File: config.mk
export PLATFORM = sky130hd
export DESIGN_NAME = bbs_front
export DESIGN_NICKNAME = d
export VERILOG_FILES = /design/src/hdl/block_bounding_box_stats_defines.svh /design/src/hdl/bbs_pkg.sv /design/src/hdl/bbs_front.sv
export SDC_FILE = /design/constraint.sdc
export NUM_CORES = 2
export LEC_CHECK = 0
export ABC_AREA = 1
export BUFFER_PORTS_ARGS = -buffer_cell sky130_fd_sc_hd__clkbuf_2
export CAP_MARGIN = 20
export CORE_MARGIN = 3
export CORE_UTILIZATION = 35
export CTS_CLUSTER_DIAMETER = 60
export DETAILED_ROUTE_END_ITERATION = 16
export PLACE_DENSITY = 0.55
export REMOVE_ABC_BUFFERS = 1
export SLEW_MARGIN = 30
export SYNTH_ARGS = -nofsm -noshare
export SYNTH_HDL_FRONTEND = slang
export SYNTH_SLANG_ARGS = --single-unit
File: constraint.sdc
create_clock -name i_clk -period 35 [get_ports i_clk]
set_input_delay 3.5 -clock i_clk [delete_from_list [all_inputs] [get_ports i_clk]]
set_output_delay 3.5 -clock i_clk [all_outputs]
set_load 0.005 [all_outputs]
File: src/hdl/block_bounding_box_stats_defines.svh
// Assertion macros for the bounding-box statistics RTL.
`ifndef BLOCK_BOUNDING_BOX_STATS_DEFINES_SVH
`define BLOCK_BOUNDING_BOX_STATS_DEFINES_SVH
`ifndef SYNTH
`define BBS_ASSERT(lbl, clk, rst_n, prop) \
    lbl: assert property (@(posedge clk) disable iff (!rst_n) prop) \
        else $error("bbs assertion failed");
`define BBS_NEVER(lbl, clk, rst_n, expr) \
    lbl: assert property (@(posedge clk) disable iff (!rst_n) !(expr)) \
        else $error("bbs assertion failed");
`else
`define BBS_ASSERT(lbl, clk, rst_n, prop)
`define BBS_NEVER(lbl, clk, rst_n, expr)
`endif
`endif

File: src/hdl/bbs_pkg.sv
// Types, constants and helpers for the bounding-box statistics block.
package bbs_pkg;

    localparam int MAX_AXES_DEF   = 8;
    localparam int COORD_BITS_DEF = 32;

    localparam int BLOCK_W    = 21;
    localparam int DIM_W      = 4;
    localparam int COUNT_W    = 40;
    localparam int AREA_W     = 63;
    localparam int AREA_LO_W  = 32;
    localparam int SIDE_SUM_W = 36;
    localparam int TOTAL_W    = 64;
    localparam int MUL_W      = 33;
    localparam int PROD_W     = MUL_W + AREA_LO_W;
    localparam int ADDR_W     = 3;
    localparam int DATA_W     = 32;

    localparam logic [AREA_W-1:0]  AREA_LIMIT     = '1;
    localparam logic [BLOCK_W-1:0] BLK_LEN_RST    = BLOCK_W'(64);
    localparam logic [DIM_W-1:0]   DIM_COUNT_RST  = DIM_W'(2);

    // Register word index (byte address bit 2)
    localparam logic REG_BLK_LEN    = 1'b0;
    localparam logic REG_DIM_COUNT  = 1'b1;

    typedef struct packed {
        logic [31:0] coord_0;
        logic [31:0] coord_1;
        logic [31:0] coord_2;
        logic [31:0] coord_3;
        logic [31:0] coord_4;
        logic [31:0] coord_5;
        logic [31:0] coord_6;
        logic [31:0] coord_7;
        logic        end_of_stream;
    } t_point;

    typedef struct packed {
        logic [COUNT_W-1:0]    block_number;
        logic [BLOCK_W-1:0]    points_counted;
        logic [AREA_W-1:0]     block_area;
        logic [SIDE_SUM_W-1:0] block_side_sum;
        logic [TOTAL_W-1:0]    area_total;
        logic [AREA_W-1:0]     largest_area;
        logic [SIDE_SUM_W-1:0] largest_side_sum;
        logic                  stream_done;
    } t_result;

    typedef struct packed {
        logic [BLOCK_W-1:0] count;
        logic               eos;
    } t_close_info;

    function automatic logic [31:0] coord_at(t_point p, logic [2:0] d);
        logic [31:0] c;
        unique case (d)
            3'd0: c = p.coord_0;
            3'd1: c = p.coord_1;
            3'd2: c = p.coord_2;
            3'd3: c = p.coord_3;
            3'd4: c = p.coord_4;
            3'd5: c = p.coord_5;
            3'd6: c = p.coord_6;
            3'd7: c = p.coord_7;
        endcase
        return c;
    endfunction

endpackage

File: src/hdl/bbs_front.sv
// Front end: accepts points, tracks per-axis min/max, detects block close.
module bbs_front import bbs_pkg::*; #(
    parameter int MAX_AXES   = MAX_AXES_DEF,
    parameter int COORD_BITS = COORD_BITS_DEF
) (
    input  logic                                i_clk,
    input  logic                                i_rst_n,
    input  t_point                              i_point,
    input  logic                                push,
    output logic                                full,
    input  logic [BLOCK_W-1:0]                  i_blk_len,
    input  logic                                i_fifo_full,
    output logic                                o_wr,
    output logic [MAX_AXES-1:0][COORD_BITS-1:0] o_low,
    output logic [MAX_AXES-1:0][COORD_BITS-1:0] o_high,
    output t_close_info                         o_info
);

    logic [BLOCK_W-1:0]                  r_fill;
    logic [BLOCK_W-1:0]                  n_fill;
    logic [MAX_AXES-1:0][COORD_BITS-1:0] r_low;
    logic [MAX_AXES-1:0][COORD_BITS-1:0] r_high;
    logic [MAX_AXES-1:0][COORD_BITS-1:0] n_low;
    logic [MAX_AXES-1:0][COORD_BITS-1:0] n_high;
    logic [MAX_AXES-1:0][COORD_BITS-1:0] coord;
    logic [BLOCK_W-1:0]                  fill_inc;
    logic [BLOCK_W-1:0]                  limit;
    logic                                accept;
    logic                                close;
    logic                                first;

    // Hold off the whole beat while the queue is full
    assign full   = i_fifo_full;
    assign accept = push && !i_fifo_full;

    for (genvar d = 0; d < MAX_AXES; d++) begin : g_axis
        assign coord[d] = COORD_BITS'(coord_at(i_point, 3'(d)));
    end

    always_comb begin
        first = (r_fill == '0);
        for (int d = 0; d < MAX_AXES; d++) begin
            n_low[d]  = (first || coord[d] < r_low[d])  ? coord[d] : r_low[d];
            n_high[d] = (first || coord[d] > r_high[d]) ? coord[d] : r_high[d];
        end
        fill_inc = r_fill + 1'b1;
        limit    = (i_blk_len == '0) ? BLOCK_W'(1) : i_blk_len;
        close    = (fill_inc >= limit) || i_point.end_of_stream;
        n_fill   = close ? '0 : fill_inc;
    end

    assign o_wr        = accept && close;
    assign o_low       = n_low;
    assign o_high      = n_high;
    assign o_info.count = fill_inc;
    assign o_info.eos   = i_point.end_of_stream;

    always_ff @(posedge i_clk) begin
        if (accept) begin
            r_low  <= n_low;
            r_high <= n_high;
        end
    end

    always_ff @(posedge i_clk) begin
        if (!i_rst_n) begin
            r_fill <= '0;
        end else if (accept) begin
            r_fill <= n_fill;
        end
    end

endmodule

==> impl_metrics.toml <==
[outcome]
run_status = "completed"

[floorplan]
die-area_um2 = 112000
coreArea_um2 = 106000
die_w_um = 334
row_count = 119
ioPinCount = 818
die_y_um = 334
start_util_pct = 35.5

[cts]
cts_tree = "built"
cts_setup_buffers = 0
cts_hold_buf = 0
clockBufferDepth = 3
h-tree-depth = 3
cts_resized = 0
clock_sinks = 533
clockRootBuffer = "clkbuf_16"
clk_pin_slew_worst_paths_ps = 50
clock_latency_ps = 640
numCtsBuffers = 82

[global_routing]
overflow = 0
grt_pass1_wl_um = 201000
grt_max_degree = 161
antenna_found_initial = 16
grt_pass1_vias = 32900
grt_usage_pct = 23.2

[yosys]
synth_top_area_share_pct = 40.8
yosysWarnings = 0
syn-mean-instance-area_um2 = 8.01
synth_top_area_cell = "edfxtp_1"
synth-main-ff-cell = "edfxtp_1"
synthTopCellsByCount = "1628 x nand2_1, 666 x inv_1, 553 x nand3_1, 527 x ha_1, 512 x edfxtp_1"
syn-cell-area_um2 = 37600
synth_area_leaders = "edfxtp_1 41%, ha_1 18%, nand2_1 16%"
synth_cell_types = 28
synth_edf_count = 512
synth.most_common_cell = "nand2_1"
seq_area_frac_synth_pct = 42.0
syn-instance-count = 4702
async_flop_share_pct = 0
ys_ff_latch = 533

[cells_and_area]
regArea_um2 = 15800
fin_cells = 6943
multiInputGateArea_um2 = 18700
layout-drive-gt1-share_pct = 18.0
fillers = 10800
final_nets = 6283
fin_area_um2 = 46000
area_growth_syn_to_layout_pct = 22.1

[timing]
setup_viol = 0
hold_violations = 0
worstMarginPinSlew_ps = 1060
fin_ws_ps = 24880
setup_tns_ps = 0
rsz0062_at_grt = "false"
relSlewSlack_pct = 29.1
skew_ps = 26.9
maxSlewViolCount = 0
finalCritPeriodShare_pct = 28.9
min_period_ps = 10120
fmax_ghz = 0.0988

[critical_path]
start_kind = "input port"
path_class = "in2out"
cp_max_fo = 33
end_kind = "output port"
arrival_ps = 6620
critical_path_required_ps = 31500

[routing]
vias = 34200
wirelength_um = 134000
drc = 0
dr.pass1.iters = 5
wire_per_inst_um = 19.3
first_iter_violations = 2042
ant_nets = 0
routed_via_density = 4.93

[placed_design]
dp.final_hpwl_um = 100000
pre_cts_slack_ps = 24760
port_buffers = 817
place_area_um2 = 43100
placedCellCount = 6780
place_congestion = 0.881

[pwr]
p_sw_uw = 859
p_leak_uw = 0.0246
ir_drop_uv = 34.9
power_uw = 2430
switching_share_pct = 35.4
power_density_nw_per_um2 = 52.8
seqPwrFrac_pct = 33.8
pwr-share-clk_pct = 35.9
p_comb_share_pct = 30.3
p_int_uw = 1570

[run]
drv_cap = 0

[worst_hold_path]
hold_path_class = "reg2reg"
placed cells by master, fill, tap and decap left out, types with 2 or more instances in the layout:
master and instances:
a21o_1 10, a21oi_1 244, buf_12 3, buf_4 27
bufinv_16 12, clkbuf_1 10, clkbuf_16 85, clkbuf_2 817
clkinv_1 9, clkinv_2 11, clkinv_4 2, clkinvlp_4 8
dfxtp_1 21, diode_2 11, edfxtp_1 512, ha_1 527
inv_1 666, inv_2 2, inv_6 11, mux2i_1 3
nand2_1 1621, nand2_2 10, nand2_4 4, nand3_1 553
nand3b_1 4, nand4_1 36, nor2_1 186, nor3_1 31
nor4_1 4, o21a_1 19, o21ai_0 65, xor2_1 18
routing by layer:
metal / GRT usage (%) / wire [um]
met1: 29.1 / 55900
met2: 38.2 / 62200
met3: 5.37 / 9310
met4: 10.5 / 6500
met5: 0 / 61
kinds of logic after synthesis:
family,share of synthesized area (%)
simple gates,26.8
mux,0.0798
xor+xnor,0.442
compound gates,4.71
fa+ha+maj,17.5
buf+inv,8.55
flops,42.0
flip-flops by register name, summed over array words and instances, names as in the netlist:
name	flops
r_high	256
r_fill	21
r_low	256
area by class of cell:
cell class              count  area share [%]
multi-input cells        3340            40.6
clock inverters            56            1.48
inverters                 668            5.45
flip-flops and latches    533            34.3
well taps                1391            3.78
diodes                     11          0.0599
repair buffers            849            9.55
clock buffers              95            4.71
metrics by stage:
stage / hold slack, ps / util (%)
2_1_floorplan: 541 / -
3_3_place_gp: 573 / 40.6
3_5_place_dp: 573 / 40.6
4_1_cts: 583 / 43.3
5_1_grt: 621 / 43.4
6_report: 587 / 43.4
worst max-delay path, cell delays in order:
cell and delay [ps]:
clkbuf_2 210, ha_1 340, nand2_1 40, nor2_1 290, nand2_1 190, nand2_1 90, nand2_1 50, nand2_1 50
nand2_1 50, nand2_1 70, nand2_2 450, nand2_2 800, nand2_1 120, nand2_1 120, clkbuf_2 180
power groups by stage:
stage	logic [uW]	registers (uW)	clock network, uW
6_report	736	819	871
5_1_grt	827	825	917
4_1_cts	745	818	892
3_5_place_dp	741	830	0
3_3_place_gp	734	830	0
2_1_floorplan	423	842	0
path summary, 6_finish.rpt:
path                 from         end  slack [ps]  depth (start not counted)
max          i_point[197]  o_high[38]       24880                         15
min            r_fill[18]  r_fill[18]         590                          4
max reg2reg     r_fill[0]   r_low[71]       30370                         12
min reg2reg    r_fill[18]  r_fill[18]         590                          4
No activity file was read; power rests on OpenSTA's default activity.
