**src/hdl/block_bounding_box_stats_defines.svh**
```systemverilog
// Assertion macros for the bounding-box statistics RTL.
`ifndef BLOCK_BOUNDING_BOX_STATS_DEFINES_SVH
`define BLOCK_BOUNDING_BOX_STATS_DEFINES_SVH
`ifndef SYNTH
`define BBS_ASSERT(lbl, clk, rst_n, prop) \
    lbl: assert property (@(posedge clk) disable iff (!rst_n) prop) \
        else $error("bbs assertion failed");
`define BBS_NEVER(lbl, clk, rst_n, expr) \
    lbl: assert property (@(posedge clk) disable iff (!rst_n) !(expr)) \
        else $error("bbs assertion failed");
`else
`define BBS_ASSERT(lbl, clk, rst_n, prop)
`define BBS_NEVER(lbl, clk, rst_n, expr)
`endif
`endif

```
**src/hdl/bbs_pkg.sv**
```systemverilog
// Types, constants and helpers for the bounding-box statistics block.
package bbs_pkg;

    localparam int MAX_AXES_DEF   = 8;
    localparam int COORD_BITS_DEF = 32;

    localparam int BLOCK_W    = 21;
    localparam int DIM_W      = 4;
    localparam int COUNT_W    = 40;
    localparam int AREA_W     = 63;
    localparam int AREA_LO_W  = 32;
    localparam int SIDE_SUM_W = 36;
    localparam int TOTAL_W    = 64;
    localparam int MUL_W      = 33;
    localparam int PROD_W     = MUL_W + AREA_LO_W;
    localparam int ADDR_W     = 3;
    localparam int DATA_W     = 32;

    localparam logic [AREA_W-1:0]  AREA_LIMIT     = '1;
    localparam logic [BLOCK_W-1:0] BLK_LEN_RST    = BLOCK_W'(64);
    localparam logic [DIM_W-1:0]   DIM_COUNT_RST  = DIM_W'(2);

    // Register word index (byte address bit 2)
    localparam logic REG_BLK_LEN    = 1'b0;
    localparam logic REG_DIM_COUNT  = 1'b1;

    typedef struct packed {
        logic [31:0] coord_0;
        logic [31:0] coord_1;
        logic [31:0] coord_2;
        logic [31:0] coord_3;
        logic [31:0] coord_4;
        logic [31:0] coord_5;
        logic [31:0] coord_6;
        logic [31:0] coord_7;
        logic        end_of_stream;
    } t_point;

    typedef struct packed {
        logic [COUNT_W-1:0]    block_number;
        logic [BLOCK_W-1:0]    points_counted;
        logic [AREA_W-1:0]     block_area;
        logic [SIDE_SUM_W-1:0] block_side_sum;
        logic [TOTAL_W-1:0]    area_total;
        logic [AREA_W-1:0]     largest_area;
        logic [SIDE_SUM_W-1:0] largest_side_sum;
        logic                  stream_done;
    } t_result;

    typedef struct packed {
        logic [BLOCK_W-1:0] count;
        logic               eos;
    } t_close_info;

    function automatic logic [31:0] coord_at(t_point p, logic [2:0] d);
        logic [31:0] c;
        unique case (d)
            3'd0: c = p.coord_0;
            3'd1: c = p.coord_1;
            3'd2: c = p.coord_2;
            3'd3: c = p.coord_3;
            3'd4: c = p.coord_4;
            3'd5: c = p.coord_5;
            3'd6: c = p.coord_6;
            3'd7: c = p.coord_7;
        endcase
        return c;
    endfunction

endpackage

```
**src/hdl/bbs_fifo.sv**
```systemverilog
// Two-entry queue that carries closed-block boxes from front to back.
module bbs_fifo import bbs_pkg::*; #(
    parameter int W = 8
) (
    input  logic         i_clk,
    input  logic         i_rst_n,
    input  logic         i_wr,
    input  logic [W-1:0] i_din,
    input  logic         i_rd,
    output logic [W-1:0] o_dout,
    output logic         o_full,
    output logic         o_empty
);

    logic [W-1:0] r_mem [2];
    logic         r_wp;
    logic         r_rp;
    logic [1:0]   r_cnt;

    assign o_full  = (r_cnt == 2'd2);
    assign o_empty = (r_cnt == 2'd0);
    assign o_dout  = r_mem[r_rp];

    always_ff @(posedge i_clk) begin
        if (i_wr) begin
            r_mem[r_wp] <= i_din;
        end
    end

    always_ff @(posedge i_clk) begin
        if (!i_rst_n) begin
            r_wp  <= 1'b0;
            r_rp  <= 1'b0;
            r_cnt <= 2'd0;
        end else begin
            if (i_wr) begin
                r_wp <= ~r_wp;
            end
            if (i_rd) begin
                r_rp <= ~r_rp;
            end
            r_cnt <= r_cnt + 2'(i_wr) - 2'(i_rd);
        end
    end

endmodule

```
**config.mk**
```make
export PLATFORM = sky130hd
export DESIGN_NAME = bbs_fifo
export DESIGN_NICKNAME = d
export VERILOG_FILES = /design/src/hdl/block_bounding_box_stats_defines.svh /design/src/hdl/bbs_pkg.sv /design/src/hdl/bbs_fifo.sv
export SDC_FILE = /design/constraint.sdc
export NUM_CORES = 1
export LEC_CHECK = 0
export BUFFER_PORTS_ARGS = -buffer_cell sky130_fd_sc_hd__buf_2
export CORE_UTILIZATION = 40
export CTS_BUF_LIST = sky130_fd_sc_hd__clkbuf_4 sky130_fd_sc_hd__clkbuf_8 sky130_fd_sc_hd__clkbuf_16
export CTS_CLUSTER_DIAMETER = 200
export DETAILED_ROUTE_END_ITERATION = 6
export GPL_TIMING_DRIVEN = 0
export MAX_ROUTING_LAYER = met4
export SLEW_MARGIN = 40
export SYNTH_ARGS = -nofsm -noshare
export SYNTH_HDL_FRONTEND = slang
export SYNTH_SLANG_ARGS = --single-unit
export TNS_END_PERCENT = 30
```
**constraint.sdc**
```tcl
create_clock -name i_clk -period 1.7 [get_ports i_clk]
set_input_delay 0.085 -clock i_clk [delete_from_list [all_inputs] [get_ports i_clk]]
set_output_delay 0.085 -clock i_clk [all_outputs]
set_load 0.02 [all_outputs]
```
==> flow_summary_export.csv, run 1 <==
group,metric,value,unit
outcome,status,"finished, final reports clean",
timing,max_freq,0.708,GHz
finish,final_common_cell,"buf_2",
floorplanning,start_util,44.4,%
global_routing,antenna_found_initial,0,
synth,netlist_area,801,um2
placed_design,place_congestion,0.660,
cts,cts_root_buf,"clkbuf_4",
placed_design,place_area,937,um2
timing,setup_viol,0,
finish,layout_common_cells,"buf_2 (22), edfxtp_1 (16), mux2_2 (8), dlygate4sd3_1 (8), dfxtp_1 (5)",
power,seq_power_share,57.7,%
power,switching_share,23.6,%
finish,diodes,0,
power,intPower,0.800,mW
timing,tightestPinTransition,0.799,ns
detailed_routing,drc_errors,0,
min_path,hold_path.class,"in2reg",
synth,synth.distinct_cells,12,
synth,ys_seq_area_share,72.5,%
cts,cts_sinks,21,
cts,clockBufferDepth,2,
placed_design,place_ws,0.385,ns
power,p_switching,0.247,mW
cts,clock_latency,0.29,ns
power,powerDensity,1000,mW/mm2
detailed_routing,drtPass1Iterations,3,
critical_path,worst-setup-path-type,"reg2out",
placed_design,dp_hpwl,732,um
timing,timing.final.ws_setup,0.287,ns
timing,grt_setup_unrepaired,"no",
floorplanning,row_count,15,
timing,drv_slew,0,
floorplanning,coreArea,0.00180,mm2
job,maxCapViolCount,0,
cts,numCtsBuffers,3,
timing,post-route-min-period,1.41,ns
finish,final_area,0.00105,mm2
critical_path,required,1.62,ns
critical_path,cp.arrival,1.33,ns
cts,cts_resized,0,
critical_path,endpoint_kind,"output port",
timing,relSlewSlack,46.7,%
detailed_routing,drtIter0Drc,6,
detailed_routing,wl_per_cell,10.8,um
floorplanning,dieArea,0.00218,mm2
synth,postSynthAreaPerCell,17.4,um2
synth,ys_warn_count,0,
floorplanning,io_pins,22,
power,power,1.05,mW
global_routing,grt_first_pass_wirelength,1570,um
power,comb_power_share,19.3,%
timing,period_share,83.1,%
finish,nNetsFinal,94,
cts,htree_levels,1,
synth,syn_nets,60,
placed_design,port-buffer-count,21,
synth,synthCells,46,
timing,hold_viol_final,0,
critical_path,cp-start-kind,"register",
cts,clk_pin_slew,0.11,ns
finish,drive_gt1_share,43.0,%
global_routing,grt_max_degree,12,
power,ir_drop,0.512,mV
detailed_routing,via_count,460,
synth,synth_seq_cells,21,
cts,cts_tree,"done",
power,power.share.clock,23.0,%
critical_path,path_max_fanout,8,
timing,tns,0,ns
global_routing,grt_usage,11.0,%
floorplanning,die_height,46.7,um
power,p_leak,0.427,nW
finish,area_growth,30.8,%
detailed_routing,drt_wl_total,1130,um
floorplanning,dieWidth,46.7,um
timing,skew,0.00454,ns
detailed_routing,ant_nets,0,
global_routing,grt_overflow_total,0,
detailed_routing,viasPerCell,4.42,
global_routing,grt_pass1_vias,392,
## worst max-delay path, stage by stage (launching register included)
cell	delay (ns)
dfxtp_1	0.32
buf_2	0.21
mux2_2	0.35
buf_2	0.16
## cells in the mapped netlist
| cell type | instances | area [um2] |
|---|---|---|
| nor2b_1 | 4 | 25.0 |
| buf_2 | 1 | 5.00 |
| and2_1 | 4 | 25.0 |
| xnor3_1 | 1 | 22.5 |
| edfxtp_1 | 16 | 480 |
| dfxtp_1 | 5 | 100 |
| mux2_2 | 8 | 90.1 |
| xor2_1 | 1 | 8.76 |
| ha_1 | 2 | 25.0 |
| inv_1 | 2 | 7.51 |
| nor2_1 | 1 | 3.75 |
| o21a_1 | 1 | 7.51 |
## final timing paths
path	cells past startpoint	to	startpoint	slack [ns]
max	3	o_dout[3]	register	0.29
min	2	r_wp	i_rst_n	0.04
min reg2reg	2	r_rp	r_rp	0.59
max reg2reg	1	r_mem[0][3]	r_wp	0.39
## power by group through the flow
stage,Clock (mW),Sequential [mW],Combinational (mW)
2_1_floorplan,0,0.614,0.135
3_3_place_gp,0,0.616,0.190
3_5_place_dp,0,0.617,0.191
4_1_cts,0.248,0.605,0.206
5_1_grt,0.267,0.609,0.223
6_report,0.241,0.605,0.203
## registers in the layout, summed over array words and instances, names as in the netlist, named ones only
signal / flops
r_mem: 16
r_cnt: 2
r_rp: 1
r_wp: 1
## per-layer routing
layer / track usage, % / vias up / part of all wire (%)
met3: 3.85 / 0 / 5.0
met4: 3.43 / 0 / 0
met1: 12.1 / 217 / 44
met5: - / - / 0
li1: - / 232 / -
met2: 18.6 / 11 / 51
## cell families after synthesis
logic type	count (synthesis)	share of synthesized area [%]
AOI/OAI and AO/OA	1	0.938
xor gates and xnor gates	2	3.91
adders and majority gates	2	3.12
buffers and inverters	3	1.56
DFF	21	72.5
muxes	8	11.3
and+or+nand+nor	9	6.72
## cell type report
cell class                 instances  area, um2
timing repair buffer              29        185
clock buffer                       4       30.0
sequential                        21        581
buffer                             1       5.00
tap                               25       31.3
inverter                           2       7.51
fill                             159        754
multi-input combinational         22        208
## per-stage QoR
stage	hold slack (ns)	instances	util, %
after floorplan	0.184	46	-
final	0.0424	104	58.1
after global routing	0.0298	104	58.1
after detailed placement	0.277	92	52.0
after global placement	0.274	92	52.0
after CTS	0.0415	104	58.1
## repair_timing
| item | 4_1_cts | 5_1_grt |
|---|---|---|
| hold buffers | 8 | 0 |
| hold endpoints to repair | 16 | 0 |
| buffers inserted | 0 | 0 |
No activity file was read; power rests on OpenSTA's default activity.
==> inputs of run 2 (changes only) <==
Settings changed: ABC_AREA set to 1, PLACE_DENSITY set to 0.66.
Clock period 1.7 ns to 1.2 ns, I/O delays scaled along.
==> flow_summary_export.csv, run 2 <==
group,metric,value,unit
synth,postSynthAreaPerCell,14.4,um2
synth,synth.area.top_cells,"edfxtp_1 (57%), mux2_4 (14%), dfxtp_1 (12%)",
job,maxCapViolCount,0,
cts,cts_sinks,21,
detailed_routing,ant_nets,0,
synth,synth.top_cell.area_share,57.4,%
synth,synth.distinct_cells,10,
timing,drv_slew,0,
placed_design,place_congestion,0.611,
timing,tns,-0.655,ns
critical_path,reg2reg_depth,8,
power,seq_power_share,56.0,%
cts,clk_pin_slew,0.11,ns
power,powerDensity,1270,mW/mm2
critical_path,cp_slowest_cell,"dfxtp_2",
finish,layout_common_cells,"edfxtp_1 (16), buf_2 (13), dlygate4sd3_1 (9)",
detailed_routing,wl_per_cell,11.0,um
synth,synth_seq_cells,21,
finish,final-seq-area,583,um2
global_routing,grt_first_pass_wirelength,1800,um
floorplanning,die_height,47.7,um
critical_path,path_max_fanout,8,
finish,top_register,"r_mem",
timing,tightestPinTransition,0.423,ns
critical_path,cpPeakStageDelay,0.35,ns
floorplanning,dieArea,0.00228,mm2
synth,synth_edf_count,16,
synth,synth_top_family_by_area,"multiplexers",
finish,largest_registers,"r_mem: 16 flops, r_cnt: 2 flops",
synth,yosys.area_share.simple,8.22,%
synth,synth-main-ff-cell,"edfxtp_1",
power,p_leak,0.516,nW
synth,synth_fa_ha_area_share,2.99,%
timing,period_share,107,%
global_routing,antenna_found_initial,0,
synth,synthCells,58,
cts,numCtsBuffers,3,
power,power.share.clock,21.3,%
critical_path,required,1.14,ns
finish,final_common_cell,"edfxtp_1",
critical_path,cp.arrival,1.22,ns
critical_path,cp-start-kind,"register",
power,ir_drop,0.675,mV
synth,muxShareOfSynthArea,14.3,%
finish,fillers,180,
detailed_routing,drtPass1Iterations,4,
floorplanning,row_count,16,
timing,timing.final.ws_setup,-0.0840,ns
critical_path,endpoint_kind,"output port",
finish,area_growth,43.2,%
critical_path,path_cells,"buf_8 -> mux2_4 -> buf_6",
detailed_routing,drt_wl_total,1320,um
synth,async_reset_ff_share,0,%
min_path,hold_path.class,"in2reg",
synth,synth-compound-area-share,0.598,%
timing,hold_viol_final,0,
timing,grt_setup_unrepaired,"yes",
outcome,status,"finished with violations",
detailed_routing,drc_errors,0,
global_routing,grt_overflow_total,0,
global_routing,grt_usage,12.5,%
critical_path,cp_num_cells,3,
finish,diodes,0,
finish,nNetsFinal,108,
finish,drive_gt1_share,50.5,%
timing,setup_viol,9,
synth,ys_warn_count,0,
power,switching_share,25.3,%
synth,synth-xor-area-share,0,%
timing,post-route-min-period,1.28,ns
synth,syn_nets,72,
critical_path,cp_top_family,"flip-flops",
outcome,violations,"negative setup slack",
cts,cts_root_buf,"clkbuf_4",
timing,timing.hold.ws,0.0636,ns
synth,synth_area_leader_cell,"edfxtp_1",
cts,htree_levels,1,
power,p_switching,0.386,mW
synth,netlist_area,837,um2
placed_design,dp_hpwl,814,um
min_path,hold_depth,3,
critical_path,worst-setup-path-type,"reg2out",
cts,cts_tree,"done",
timing,skew,0.00127,ns
timing,relSlewSlack,71.8,%
detailed_routing,drtIter0Drc,8,
floorplanning,dieWidth,47.7,um
timing,max_freq,0.779,GHz
detailed_routing,via_count,528,
finish,largest_reg_flops,16,
placed_design,port-buffer-count,21,
cts,clock_latency,0.29,ns
global_routing,grt_pass1_vias,481,
synth,synthTopCellsByCount,"edfxtp_1 (16), nor2_1 (9), mux2_4 (8), nand2_1 (8), inv_1 (7)",
synth,ys_seq_area_share,69.4,%
power,intPower,1.14,mW
power,comb_power_share,22.7,%
floorplanning,start_util,42.7,%
floorplanning,io_pins,22,
global_routing,grt_max_degree,13,
finish,multi_input_area,260,um2
cts,clockBufferDepth,2,
detailed_routing,viasPerCell,4.40,
floorplanning,coreArea,0.00196,mm2
synth,synth.most_common_cell,"edfxtp_1",
critical_path,path_buf_inv,2,
## run 2: changes by cell type after synthesis, sizes merged, moves of 4 or more
cell   before  now
nand2       0    8
and2        4    0
inv         2    7
nor2        1    9
nor2b       4    0
## run 2: routing by layer
| metal | vias up | share of wire [%] | routed length, um | global-route usage, % |
|---|---|---|---|---|
| met4 | 0 | 0 | 0 | 6.67 |
| met3 | 0 | 3.0 | 39 | 2.26 |
| met2 | 15 | 57 | 749 | 23.5 |
| li1 | 267 | - | - | - |
| met5 | - | 0 | 0 | - |
| met1 | 246 | 40 | 529 | 11.7 |
## run 2: cell type report
cell class | count | area share [%]
tap | 27 | 2.82
multi-input combinational | 29 | 21.7
inverter | 7 | 2.19
clock buffer | 3 | 1.88
timing repair buffer | 31 | 21.1
sequential | 21 | 48.6
buffer | 1 | 1.25
clock inverter | 1 | 0.418
## run 2: path summary, 6_finish.rpt
kind / from / to / slack (ns)
worst max-delay path: register / o_dout[4] / -0.08
worst min-delay path: i_rd / register / 0.06
worst max register to register: r_cnt[0] / r_cnt[1] / -0.02
worst min register to register: r_rp / register / 0.52
## run 2: cells by family after synthesis
group | after synthesis
flops | 21
simple gates | 18
buf+inv | 8
mux | 8
fa+ha+maj | 2
compound gates | 1
## run 2: power by group through the flow
| stage | logic [mW] | clock network (mW) | registers [mW] |
|---|---|---|---|
| 4_1_cts | 0.326 | 0.337 | 0.852 |
| 2_1_floorplan | 0.171 | 0 | 0.863 |
| 3_5_place_dp | 0.244 | 0 | 0.868 |
| 3_3_place_gp | 0.238 | 0 | 0.865 |
| 6_report | 0.347 | 0.324 | 0.854 |
| 5_1_grt | 0.376 | 0.362 | 0.860 |
## run 2: per-stage QoR
| stage | worst slack [ns] | std cells | area [um2] | utilization, % | total power, mW |
|---|---|---|---|---|---|
| after floorplan | 0.00314 | 58 | 837 | - | 1.03 |
| after detailed placement | -0.116 | 106 | 976 | 49.7 | 1.11 |
| final | -0.0840 | 120 | 1200 | 61.1 | 1.52 |
| after global placement | -0.0552 | 106 | 976 | 49.7 | 1.10 |
| after global routing | -0.124 | 120 | 1200 | 61.1 | 1.60 |
| after CTS | -0.0923 | 120 | 1170 | 59.8 | 1.51 |
## run 2: worst min-delay path, cell delays in order
cell	delay (ns)
buf_2	0.12
nor2_1	0.06
nor2_1	0.09
## run 2: what timing repair did
item                                   4_1_cts  5_1_grt
resized for setup                           25        5
setup endpoints to repair                   17        9
hold buffers                                 9        0
pin swaps                                    2        1
endpoints found under the hold margin       17        0
gates cloned                                 0        0
setup buffers                                1        0
==> inputs of run 3 (changes only) <==
Settings changed: CORE_MARGIN set to 2, SLEW_MARGIN 40 to not set.
==> flow_summary_export.csv, run 3 (same netlist as run 2, synthesis figures left out) <==
group,metric,value,unit
outcome,status,"finished with violations",
outcome,violations,"negative setup slack",
cts,clock_latency,0.29,ns
finish,largest_reg_flops,16,
min_path,hold_depth,3,
cts,htree_levels,1,
finish,final_common_cell,"edfxtp_1",
cts,cts_tree,"done",
detailed_routing,drtPass1Iterations,4,
critical_path,cp.arrival,1.23,ns
placed_design,dp_hpwl,845,um
global_routing,antenna_found_initial,0,
cts,clockBufferDepth,2,
detailed_routing,drc_errors,0,
critical_path,worstReg2RegEnd,"r_cnt[1]",
critical_path,r2r_slack,-0.06,ns
floorplanning,start_util,42.7,%
finish,drive_gt1_share,45.7,%
critical_path,worst-setup-path-type,"reg2out",
critical_path,reg2reg_depth,9,
finish,layout_common_cells,"edfxtp_1 (16), buf_2 (13), dlygate4sd3_1 (9)",
detailed_routing,drtIter0Drc,8,
critical_path,required,1.14,ns
floorplanning,row_count,16,
min_path,hold_path.class,"in2reg",
detailed_routing,wl_per_cell,11.2,um
timing,setup_viol,9,
global_routing,grt_max_degree,13,
job,maxCapViolCount,0,
critical_path,cpPeakStageDelay,0.35,ns
floorplanning,coreArea,0.00196,mm2
cts,cts_sinks,21,
finish,largest_registers,"r_mem: 16 flops, r_cnt: 2 flops",
timing,grt_setup_unrepaired,"yes",
critical_path,cp-start-kind,"register",
critical_path,path_max_fanout,8,
floorplanning,dieArea,0.00247,mm2
timing,post-route-min-period,1.29,ns
global_routing,grt_overflow_total,0,
timing,period_share,107,%
critical_path,path_cells,"buf_8 -> mux2_4 -> buf_6",
finish,final-seq-area,583,um2
cts,numCtsBuffers,3,
critical_path,cp_slowest_cell,"dfxtp_2",
timing,drv_slew,0,
timing,skew,0.000821,ns
power,ir_drop,0.765,mV
finish,final_area,0.00117,mm2
timing,timing.final.ws_setup,-0.0852,ns
critical_path,endpoint_kind,"output port",
floorplanning,dieWidth,49.7,um
finish,area_growth,39.6,%
power,powerDensity,1280,mW/mm2
global_routing,grt_usage,12.6,%
detailed_routing,viasPerCell,4.32,
placed_design,place_area,976,um2
cts,postCtsSetupBuffers,0,
finish,fillers,189,
timing,tns,-0.709,ns
finish,diodes,0,
timing,relSlewSlack,72.0,%
min_path,min_from,"i_rd",
detailed_routing,via_count,514,
cts,cts_root_buf,"clkbuf_4",
detailed_routing,drt_wl_total,1330,um
finish,nNetsFinal,107,
timing,max_freq,0.778,GHz
cts,clk_pin_slew,0.11,ns
timing,tightestPinTransition,0.420,ns
global_routing,grt_pass1_vias,546,
global_routing,grt_first_pass_wirelength,2190,um
detailed_routing,ant_nets,0,
placed_design,place_congestion,0.622,
critical_path,r2r-start,"r_cnt[0]",
power,p_leak,0.510,nW
finish,multi_input_area,238,um2
finish,top_register,"r_mem",
timing,hold_viol_final,0,
floorplanning,die_height,49.7,um
placed_design,port-buffer-count,21,
floorplanning,io_pins,22,
-- run 3: changes by cell type in the layout (fill, tap and decap cells not counted), sizes merged --
cell,previous run,this run
buf,23,22
-- run 3: how the worst max path moves through the flow --
stage / start / slack, ns / end / cells past startpoint
2_1_floorplan: r_cnt[0] / 0.003 / r_cnt[1] / 8
3_3_place_gp: r_cnt[0] / -0.06 / r_cnt[1] / 8
3_5_place_dp: r_cnt[0] / -0.08 / r_cnt[1] / 8
4_1_cts: register / -0.1 / o_dout[0] / 3
5_1_grt: register / -0.15 / o_dout[5] / 3
6_report: register / -0.09 / o_dout[5] / 3
-- run 3: where the power goes --
group / switching, mW / internal (mW) / leakage (nW) / total [mW]
combinational: 0.155 / 0.163 / 0.300 / 0.317
sequential: 0.0205 / 0.834 / 0.192 / 0.854
clock: 0.198 / 0.124 / 0.0177 / 0.322
-- run 3: area by class of cell --
cell class | instances | area share (%)
inverter | 7 | 2.25
multi-input combinational | 29 | 20.3
sequential | 21 | 49.9
clock buffer | 3 | 1.93
timing repair buffer | 30 | 21.0
tap | 27 | 2.89
clock inverter | 1 | 0.428
buffer | 1 | 1.28
-- run 3: per-layer routing --
| metal | GRT usage, % | part of all wire (%) | vias up |
|---|---|---|---|
| met1 | 11.7 | 38 | 232 |
| li1 | - | - | 263 |
| met2 | 24.0 | 55 | 17 |
| met3 | 3.03 | 5.0 | 2 |
| met4 | 5.56 | 1.7 | 0 |
| met5 | - | 0 | - |
-- run 3: through the flow --
stage               std cells  hold slack [ns]  total power, mW  worst slack, ns  util [%]
floorplan                  58            0.153             1.03          0.00314         -
global placement          106            0.247             1.10          -0.0559      49.7
detailed placement        106            0.251             1.11          -0.0850      49.7
CTS                       119           0.0210             1.49          -0.0950      58.7
global route              119           0.0236             1.57           -0.151      59.6
finish                    119           0.0290             1.49          -0.0852      59.6
-- run 3: timing repair --
action | 4_1_cts | 5_1_grt
gates resized for setup | 20 | 5
hold buffers | 9 | 0
pin swaps | 0 | 3
endpoints found under the setup margin | 17 | 10
endpoints found under the hold margin | 17 | 0
-- run 3: worst max-delay path, delay by kind of cell, from the launching register on --
family | cells | cell delay [ns]
flops | 1 | 0.35
mux | 1 | 0.31
buf+inv | 2 | 0.27
